File: src/rtl/core/shaic_pkg.sv
// ----------------------------------------------------------------------------
// shaic_pkg
// Shared types and constants for the string key hash / array index classifier.
// ----------------------------------------------------------------------------
package shaic_pkg;

  localparam int unsigned KEY_W  = 32;
  localparam int unsigned UNIT_W = 16;

  localparam logic [KEY_W-1:0]  HASH_SEED  = 32'hffff_ffff;
  localparam logic [KEY_W-1:0]  KEY_MAX    = 32'hffff_ffff;
  localparam logic [UNIT_W-1:0] DIGIT_ZERO = 16'h0030;
  localparam logic [UNIT_W-1:0] DIGIT_MAX  = 16'd9;

  typedef enum logic [1:0] {
    KIND_REGULAR = 2'd0,
    KIND_INDEX   = 2'd1,
    KIND_UINT    = 2'd2
  } key_kind_t;

  typedef struct packed {
    logic             done;
    logic [KEY_W-1:0] key_value;
    key_kind_t        key_kind;
  } key_result_t;

endpackage

File: src/rtl/core/shaic_if.sv
// ----------------------------------------------------------------------------
// shaic_if
// Valid/ready channels for code unit beats and classified key beats.
// ----------------------------------------------------------------------------
interface shaic_in_if;
  logic        valid;
  logic        ready;
  logic [15:0] code_unit;
  logic        last_unit;

  modport source (output valid, output code_unit, output last_unit, input ready);
  modport sink   (input valid, input code_unit, input last_unit, output ready);
endinterface

interface shaic_out_if;
  logic        valid;
  logic        ready;
  logic [31:0] key_value;
  logic [1:0]  key_kind;

  modport source (output valid, output key_value, output key_kind, input ready);
  modport sink   (input valid, input key_value, input key_kind, output ready);
endinterface

File: src/rtl/core/shaic_keystate.sv
// ----------------------------------------------------------------------------
// shaic_keystate
// Running hash and decimal index state; classifies the string at its last unit.
// ----------------------------------------------------------------------------
module shaic_keystate (
  input  logic                          clk,
  input  logic                          rst_n,
  input  logic                          advance,
  input  logic [shaic_pkg::UNIT_W-1:0]  code_unit,
  input  logic                          last_unit,
  output shaic_pkg::key_result_t        result
);

  logic [shaic_pkg::KEY_W-1:0] hash_r, hash_nxt, hash_upd;
  logic [shaic_pkg::KEY_W-1:0] num_r, num_nxt, num_upd;
  logic                        dec_r, dec_nxt, dec_upd;
  logic                        first_r, first_nxt;
  logic                        lzero_r, lzero_nxt, lzero_upd;

  logic [shaic_pkg::UNIT_W-1:0] digit;
  logic                         is_digit;
  logic [35:0]                  num_x10;

  always_comb begin
    // h*31 + unit, as (h << 5) - h
    hash_upd = (hash_r << 5) - hash_r + {16'b0, code_unit};

    digit    = code_unit - shaic_pkg::DIGIT_ZERO;
    is_digit = (digit <= shaic_pkg::DIGIT_MAX);
    num_x10  = ({4'b0, num_r} << 3) + ({4'b0, num_r} << 1) + {20'b0, digit};

    num_upd   = num_r;
    dec_upd   = dec_r;
    lzero_upd = lzero_r;
    if (dec_r) begin
      if (!is_digit) begin
        dec_upd = 1'b0;
      end else if (first_r) begin
        num_upd   = {16'b0, digit};
        lzero_upd = (digit == '0);
      end else if (lzero_r) begin
        dec_upd = 1'b0;
      end else if (|num_x10[35:32]) begin
        dec_upd = 1'b0;
      end else begin
        num_upd = num_x10[31:0];
      end
    end

    result.done = last_unit;
    if (dec_upd) begin
      result.key_value = num_upd;
      result.key_kind  = (num_upd == shaic_pkg::KEY_MAX) ? shaic_pkg::KIND_UINT
                                                         : shaic_pkg::KIND_INDEX;
    end else begin
      result.key_value = hash_upd;
      result.key_kind  = shaic_pkg::KIND_REGULAR;
    end

    hash_nxt  = hash_r;
    num_nxt   = num_r;
    dec_nxt   = dec_r;
    first_nxt = first_r;
    lzero_nxt = lzero_r;
    if (advance) begin
      if (last_unit) begin
        // string done: start over for the next one
        hash_nxt  = shaic_pkg::HASH_SEED;
        num_nxt   = '0;
        dec_nxt   = 1'b1;
        first_nxt = 1'b1;
        lzero_nxt = 1'b0;
      end else begin
        hash_nxt  = hash_upd;
        num_nxt   = num_upd;
        dec_nxt   = dec_upd;
        first_nxt = 1'b0;
        lzero_nxt = lzero_upd;
      end
    end
  end

  always_ff @(posedge clk) begin
    if (!rst_n) begin
      hash_r  <= shaic_pkg::HASH_SEED;
      num_r   <= '0;
      dec_r   <= 1'b1;
      first_r <= 1'b1;
      lzero_r <= 1'b0;
    end else begin
      hash_r  <= hash_nxt;
      num_r   <= num_nxt;
      dec_r   <= dec_nxt;
      first_r <= first_nxt;
      lzero_r <= lzero_nxt;
    end
  end

endmodule

File: src/rtl/core/string_hash_and_array_index_classify_core.sv
// ----------------------------------------------------------------------------
// string_hash_and_array_index_classify_core
// Property-name key classifier: multiplicative hash or decimal array index.
// ----------------------------------------------------------------------------
// Takes one code unit per cycle, back to back, with no gaps needed between
// strings. The key for a string appears on the output in the cycle after the beat
// carrying its last unit, from the output register. The output register lets
// the input keep flowing while a key waits, and input ready drops only when
// that register is full and not being taken.
module string_hash_and_array_index_classify_core (
  input  logic              clk,
  input  logic              rst_n,
  shaic_in_if.sink          in_ch,
  shaic_out_if.source       out_ch
);

  logic                   in_fire;
  shaic_pkg::key_result_t step_res;

  logic                   out_valid_r, out_valid_nxt;
  logic [31:0]            key_value_r;
  shaic_pkg::key_kind_t   key_kind_r;

  assign in_ch.ready = !out_valid_r || out_ch.ready;
  assign in_fire     = in_ch.valid && in_ch.ready;

  shaic_keystate u_keystate (
    .clk       (clk),
    .rst_n     (rst_n),
    .advance   (in_fire),
    .code_unit (in_ch.code_unit),
    .last_unit (in_ch.last_unit),
    .result    (step_res)
  );

  always_comb begin
    out_valid_nxt = out_valid_r;
    if (out_ch.ready) begin
      out_valid_nxt = 1'b0;
    end
    if (in_fire && step_res.done) begin
      out_valid_nxt = 1'b1;
    end
  end

  always_ff @(posedge clk) begin
    if (!rst_n) begin
      out_valid_r <= 1'b0;
    end else begin
      out_valid_r <= out_valid_nxt;
    end
  end

  // load the key beat when a string closes
  always_ff @(posedge clk) begin
    if (in_fire && step_res.done) begin
      key_value_r <= step_res.key_value;
      key_kind_r  <= step_res.key_kind;
    end
  end

  assign out_ch.valid     = out_valid_r;
  assign out_ch.key_value = key_value_r;
  assign out_ch.key_kind  = 2'(key_kind_r);

endmodule

File: src/flat_wrapper.sv
// flat-port wrapper written by rule: the top's interface ports become plain ports
module string_hash_and_array_index_classify_core_flat 
  (clk, rst_n, in_ch_valid, in_ch_code_unit, in_ch_last_unit, in_ch_ready, out_ch_valid, out_ch_key_value, out_ch_key_kind, out_ch_ready);
  shaic_in_if in_ch_i ();
  shaic_out_if out_ch_i ();
  input  logic clk;
  input  logic rst_n;
  input wire logic [$bits(in_ch_i.valid)-1:0] in_ch_valid;
  input wire logic [$bits(in_ch_i.code_unit)-1:0] in_ch_code_unit;
  input wire logic [$bits(in_ch_i.last_unit)-1:0] in_ch_last_unit;
  output wire logic [$bits(in_ch_i.ready)-1:0] in_ch_ready;
  output wire logic [$bits(out_ch_i.valid)-1:0] out_ch_valid;
  output wire logic [$bits(out_ch_i.key_value)-1:0] out_ch_key_value;
  output wire logic [$bits(out_ch_i.key_kind)-1:0] out_ch_key_kind;
  input wire logic [$bits(out_ch_i.ready)-1:0] out_ch_ready;
  assign in_ch_i.valid = in_ch_valid;
  assign in_ch_i.code_unit = in_ch_code_unit;
  assign in_ch_i.last_unit = in_ch_last_unit;
  assign in_ch_ready = in_ch_i.ready;
  assign out_ch_valid = out_ch_i.valid;
  assign out_ch_key_value = out_ch_i.key_value;
  assign out_ch_key_kind = out_ch_i.key_kind;
  assign out_ch_i.ready = out_ch_ready;
  string_hash_and_array_index_classify_core u_core (.clk(clk), .rst_n(rst_n), .in_ch(in_ch_i), .out_ch(out_ch_i));
endmodule
File: config.mk
export PLATFORM = sky130hd
export DESIGN_NAME = string_hash_and_array_index_classify_core_flat
export DESIGN_NICKNAME = d
export VERILOG_FILES = /design/src/rtl/core/shaic_pkg.sv /design/src/rtl/core/shaic_if.sv /design/src/rtl/core/shaic_keystate.sv /design/src/rtl/core/string_hash_and_array_index_classify_core.sv /design/src/flat_wrapper.sv
export SDC_FILE = /design/constraint.sdc
export NUM_CORES = 1
export LEC_CHECK = 0
export BUFFER_PORTS_ARGS = -buffer_cell sky130_fd_sc_hd__buf_2
export CORE_MARGIN = 2
export CORE_UTILIZATION = 54
export DETAILED_ROUTE_END_ITERATION = 7
export GPL_TIMING_DRIVEN = 0
export MAX_ROUTING_LAYER = met4
export PLACE_DENSITY = 0.71
export SKIP_CTS_REPAIR_TIMING = 1
export SYNTH_ARGS = -nofsm -noshare
export SYNTH_HDL_FRONTEND = slang
export SYNTH_HIERARCHICAL = 1
export SYNTH_SLANG_ARGS = --single-unit
export TNS_END_PERCENT = 100
File: constraint.sdc
create_clock -name clk -period 6.9 [get_ports clk]
set_input_delay 1.38 -clock clk [delete_from_list [all_inputs] [get_ports clk]]
set_output_delay 1.38 -clock clk [all_outputs]
set_load 0.03 [all_outputs]
; ---- After elaboration in Yosys (flattened, before gate mapping)
; Cells that the tools add are included.
[totals]
regBits = 102
in_bits = 21
out_inout_bits = 36
[classes]
add_sub_neg = 5
magnitude_cmp = 1
eq_ne = 1
mux = 22
reduce_logical = 11
[ops]
columns = op, count
row1 = $mux 32, 7
row2 = $add 35x33->36, 1
row3 = $add 36x16->36, 1
row4 = $mux 34, 1
row5 = $add 32x16->32, 1
row6 = $eq 32x32->1 const B, 1
row7 = $sub 32x32->32, 1
row8 = $le 16x4->1 const B, 1
row9 = $logic_not 16->1, 1
row10 = $sub 16x6->16 const B, 1
row11 = $mux 1, 13
row12 = $reduce_bool 2->1, 4
row13 = $reduce_and 4->1, 1
row14 = $reduce_or 4->1, 1
row15 = $logic_and 1x1->1, 2
row16 = $mux 2, 1
row17 = $logic_not 1->1, 1
row18 = $logic_or 1x1->1, 1

; ---- Longest topological paths before layout
[logic_depth]
ltp_word = 11
ltp_mapped = 24

; ---- Modules after synthesis
; Netlist, hierarchy kept.
[modules_own_cells]
columns = module, instances, cells_each, area_per_inst_um2, seq_area_each_um2
row1 = shaic_keystate, 1, 1146, 8489.4, 1341.3
row2 = string_hash_and_array_index_classify_core, 1, 40, 1092.3, 1041.0

; ---- Worst setup path before layout
; Ideal clock, no wire load.
[synth_path]
kind = input to register
start = input in_ch_code_unit[4]
end = register u_core.key_kind_r[0] (netlist: u_core/out_ch.key_kind[0]) (data pin)
t_arrival_ps = 6089
required_time_ps = 6635
slack_ps = 546
cell_stages = 21
path_buffers = 2
path_cell_list = ha_1 -> clkbuf_1 -> nor3_1 -> nand4_1 -> xnor2_1 -> fa_1 -> inv_1 -> ha_1 -> buf_2 -> a211o_1 -> a21oi_1 -> a211oi_2 -> o31a_1 -> o311ai_4 -> nand3_4 -> nor4_1 -> o221ai_1 -> or4b_1 -> nor4b_1 -> and4b_1 -> nor2_1
[synth_between]
elab_chain_cells = 10
[synth_lines]
columns = element, line
row1 = start: declaration, flat_wrapper.sv:9  ; input wire logic [$bits(in_ch_i.code_unit)-1:0] in_ch_code_unit;
row2 = $sub 16x6->16 (*), shaic_keystate.sv:28  ; digit = code_unit - shaic_pkg::DIGIT_ZERO;
row3 = $add 36x16->36, shaic_keystate.sv:30  ; num_x10 = ({4'b0, num_r} << 3) + ({4'b0, num_r} << 1) + {20'b0, digit};
row4 = $reduce_or 4->1, shaic_keystate.sv:43  ; end else if (|num_x10[35:32]) begin
row5 = $mux 32, shaic_keystate.sv:43
row6 = $mux 32, shaic_keystate.sv:41  ; end else if (lzero_r) begin
row7 = $mux 32, shaic_keystate.sv:38  ; end else if (first_r) begin
row8 = $mux 32, shaic_keystate.sv:36  ; if (!is_digit) begin
row9 = $mux 32, shaic_keystate.sv:35  ; if (dec_r) begin
row10 = $eq 32x32->1, shaic_keystate.sv:53  ; result.key_kind = (num_upd == shaic_pkg::KEY_MAX) ? shaic_pkg::KIND_UINT
row11 = $mux 2, shaic_keystate.sv:53
row12 = end signal: assignment, string_hash_and_array_index_classify_core.sv:58  ; key_kind_r <= step_res.key_kind;
row13 = end: declaration, string_hash_and_array_index_classify_core.sv:22  ; shaic_pkg::key_kind_t key_kind_r;
; Mark *: on every way between the ends. The rest lies on a longest branch, timed or not.
; A chain may end at the register's enable or synchronous reset.

; ---- Worst setup path in the final report
[layout_path]
start = input in_ch_code_unit[13]
end = register u_core.key_kind_r[0] (netlist: u_core/out_ch.key_kind[0]) (data pin)
; The elaborated chain is that of the path after synthesis.

==> reports/metrics.csv <==
metric,value,unit
Chip Width,137,µm
Fin Setup TNS,0,ns
final worst-path cycle share,98.7,%
critical path class,primary input to flip-flop,
Clock Root Buffer,clkbuf_16,
Final #Nets,1409,
synth unique cells,87,
htree depth,3,
"Clk Latency, worst-skew pair",0.36,ns
remaining antenna violation count,0,
Compound-Gate Fraction of Synth Area,25.3,%
# fillers,1593,
worst-margin pin slew,1.03,ns
Rows,48,
Placed Cells,1465,
total gr overflow,0,
post-layout minimum cycle time,6.81,ns
synth top area cells,"dfxtp_1 14%, ha_1 13%, edfxtp_1 11%",
post-synthesis cell area,9580,µm²
fin cells,1489,
most frequent cells in the layout,"124 x nand2_1, 104 x inv_1, 100 x ha_1",
DR vias/cell,6.29,
fin util,61.9,%
DPL Wire Length,23700,µm
vias in the first global route,8282,
CTS clock-pin slew for the worst setup and hold paths,0.07,ns
outcome,"complete, no violations",
Most used DFF post-synth,dfxtp_1,
Iter 0 DRT Violations,1184,
largest family of logic cells by synthesized area,compound AO/OA/AOI/OAI gates,
"Seq/Total Area, Yosys",24.9,%
antenna fix cells,0,
initial antenna violation count,0,
Critical Path End Type,flip-flop,
"EDFF count, synth",34,
Layout area overhead,11.7,%
setup skew after layout,0.0109,ns
# DRC,0,
Vias,9369,
largest net degree at the start of global routing,35,
fmax,147,MHz
IO Count,57,
Synth Net Count,1336,
crit-path cells,"buf_2, or4_4, nor3_2, nand2_1, xnor2_2, fa_1, ha_2, a21oi_4, o31ai_1, a21oi_1, a211oi_2, buf_4, o31a_1, o311ai_4, and3_1, buf_2, nand4_1, a22oi_1, o221ai_1, nor4b_2, and4b_1, nor2_1",
port bufs,54,
startpoint class of the critical path,primary input,
"FF+latch count, synth",102,
"most common cell after layout, fill and taps aside",nand2_1,
Most common cell on crit path,buf_2,
Leakage Power,4.69,nW
HP Class,flip-flop to flip-flop,
Max clock buf depth,2,
Top delay family on crit path,simple AND/OR/NAND/NOR gates,
YS warnings,6,
Starting Density,55.4,%
TritonCTS buffer count,9,
WL per Instance,20.4,µm
Max Slew Vio Count,0,
Core Area,17300,µm²
CP bufs+invs,3,
max cap viols,0,
CP arrival,6.90,ns
total global-route track usage,33.5,%
Synth area leader,dfxtp_1,
fraction of the mapped netlist area in simple logic gates,18.4,%
final setup vio count,0,
top-area cell type share of the netlist area,14.2,%
asr flop ratio synth,0,%
cells after synthesis,1186,
syn_area_per_cell,8.08,µm²
drt first pass iters,8,
mux contribution to synthesized area,0.222,%
Slowest cell on crit path,or4_4,
XOR/XNOR share of the synthesized area,6.03,%
die height,137,µm
Adder-Cell Fraction of Synth Area,18.9,%
P per Cell Area,358,nW/µm²
WL final,30400,µm
first-pass GRT wire length,46400,µm
DIE AREA,18800,µm²
clock tree sinks,102,
Final Hold Viols,0,
slew margin rel.,31.4,%
CP max stage delay,0.56,ns
layout cells sized above 1,11.0,%
CP max FO,8,
CTS tree,built,
WP data required,6.99,ns
peak supply drop,0.303,mV
GPL Wtd Cong,1.04,
[power by group]
| group | total, mW | internal, mW | switching (mW) |
|---|---|---|---|
| logic | 2.42 | 0.911 | 1.51 |
| registers | 0.931 | 0.860 | 0.0711 |
| clock network | 0.479 | 0.245 | 0.234 |
| total | 3.83 | 2.02 | 1.81 |
[worst min-delay path: cells and delay by family, from the launching register on]
| kind | cells | cell delay, ns |
|---|---|---|
| AO/OA/AOI/OAI | 1 | 0.07 |
| flip-flops | 1 | 0.33 |
| AND/OR/NAND/NOR | 1 | 0.06 |
[cell usage after synthesis (12+ instances only)]
library cell,instances
fa_1,26
a21o_1,21
a21oi_1,99
inv_1,104
xor2_1,25
nand2_1,127
o21ai_0,73
and2_1,16
xnor2_1,41
o21a_1,12
clkbuf_1,41
o211ai_1,14
dfxtp_1,68
o22ai_1,22
nand3_1,18
ha_1,103
edfxtp_1,34
nor3_1,24
nand4_1,20
nor2b_1,30
a22oi_1,24
nor2_1,75
[final cells by class]
class | instances | area (µm²) | area share (%)
multi-input cells | 926 | 6830 | 63.8
flip-flops and latches | 102 | 2380 | 22.3
inverters | 105 | 394 | 3.68
repair buffers | 64 | 343 | 3.20
well taps | 225 | 282 | 2.63
clock buffers | 11 | 233 | 2.17
plain buffers | 51 | 209 | 1.95
clock inverters | 5 | 33.8 | 0.316
[cell families after synthesis]
| family | count (synthesis) |
|---|---|
| muxes | 2 |
| adders and majority gates | 129 |
| DFF | 102 |
| buffers and inverters | 158 |
| AOI/OAI and AO/OA | 371 |
| and+or+nand+nor | 358 |
| xor gates and xnor gates | 66 |
[state kept, by name, indices dropped and copies added, names as in the netlist]
name and count:
u_core/out_ch.key_kind 2, u_core/out_ch.key_value 32, u_core/out_ch.valid 1, u_core/u_keystate/dec_r 1, u_core/u_keystate/first_r 1, u_core/u_keystate/hash_r 32, u_core/u_keystate/lzero_r 1, u_core/u_keystate/num_r 32
[metal layers]
| layer | track usage (%) | up-vias | share of wire [%] |
|---|---|---|---|
| li1 | - | 4451 | - |
| met1 | 48.3 | 4333 | 44 |
| met2 | 48.3 | 506 | 43 |
| met3 | 5.33 | 79 | 10 |
| met4 | 9.79 | 0 | 3.0 |
| met5 | - | - | 0 |
[through the flow]
step | setup slack (ns) | cell area, µm² | hold slack [ns] | power [mW]
after floorplan | 0.546 | 9580 | 0.444 | 2.69
after global placement | -1.04 | 10100 | 0.463 | 3.27
after detailed placement | -1.04 | 10100 | 0.462 | 3.30
after CTS | -0.687 | 10400 | 0.490 | 3.80
after global routing | -0.0682 | 10700 | 0.506 | 4.09
final | 0.0892 | 10700 | 0.484 | 3.83
[worst paths after layout]
| check | startpoint | to | slack [ns] | cells after the start |
|---|---|---|---|---|
| max | in_ch_code_unit[13] | u_core/out_ch.key_kind[0] | 0.09 | 22 |
| min | u_core/u_keystate/hash_r[27] | u_core/u_keystate/hash_r[27] | 0.48 | 2 |
| max reg2reg | u_core/u_keystate/num_r[0] | u_core/out_ch.key_kind[0] | 1.19 | 17 |
| min reg2reg | u_core/u_keystate/hash_r[27] | u_core/u_keystate/hash_r[27] | 0.48 | 2 |
(Power assumes the default switching activity.)
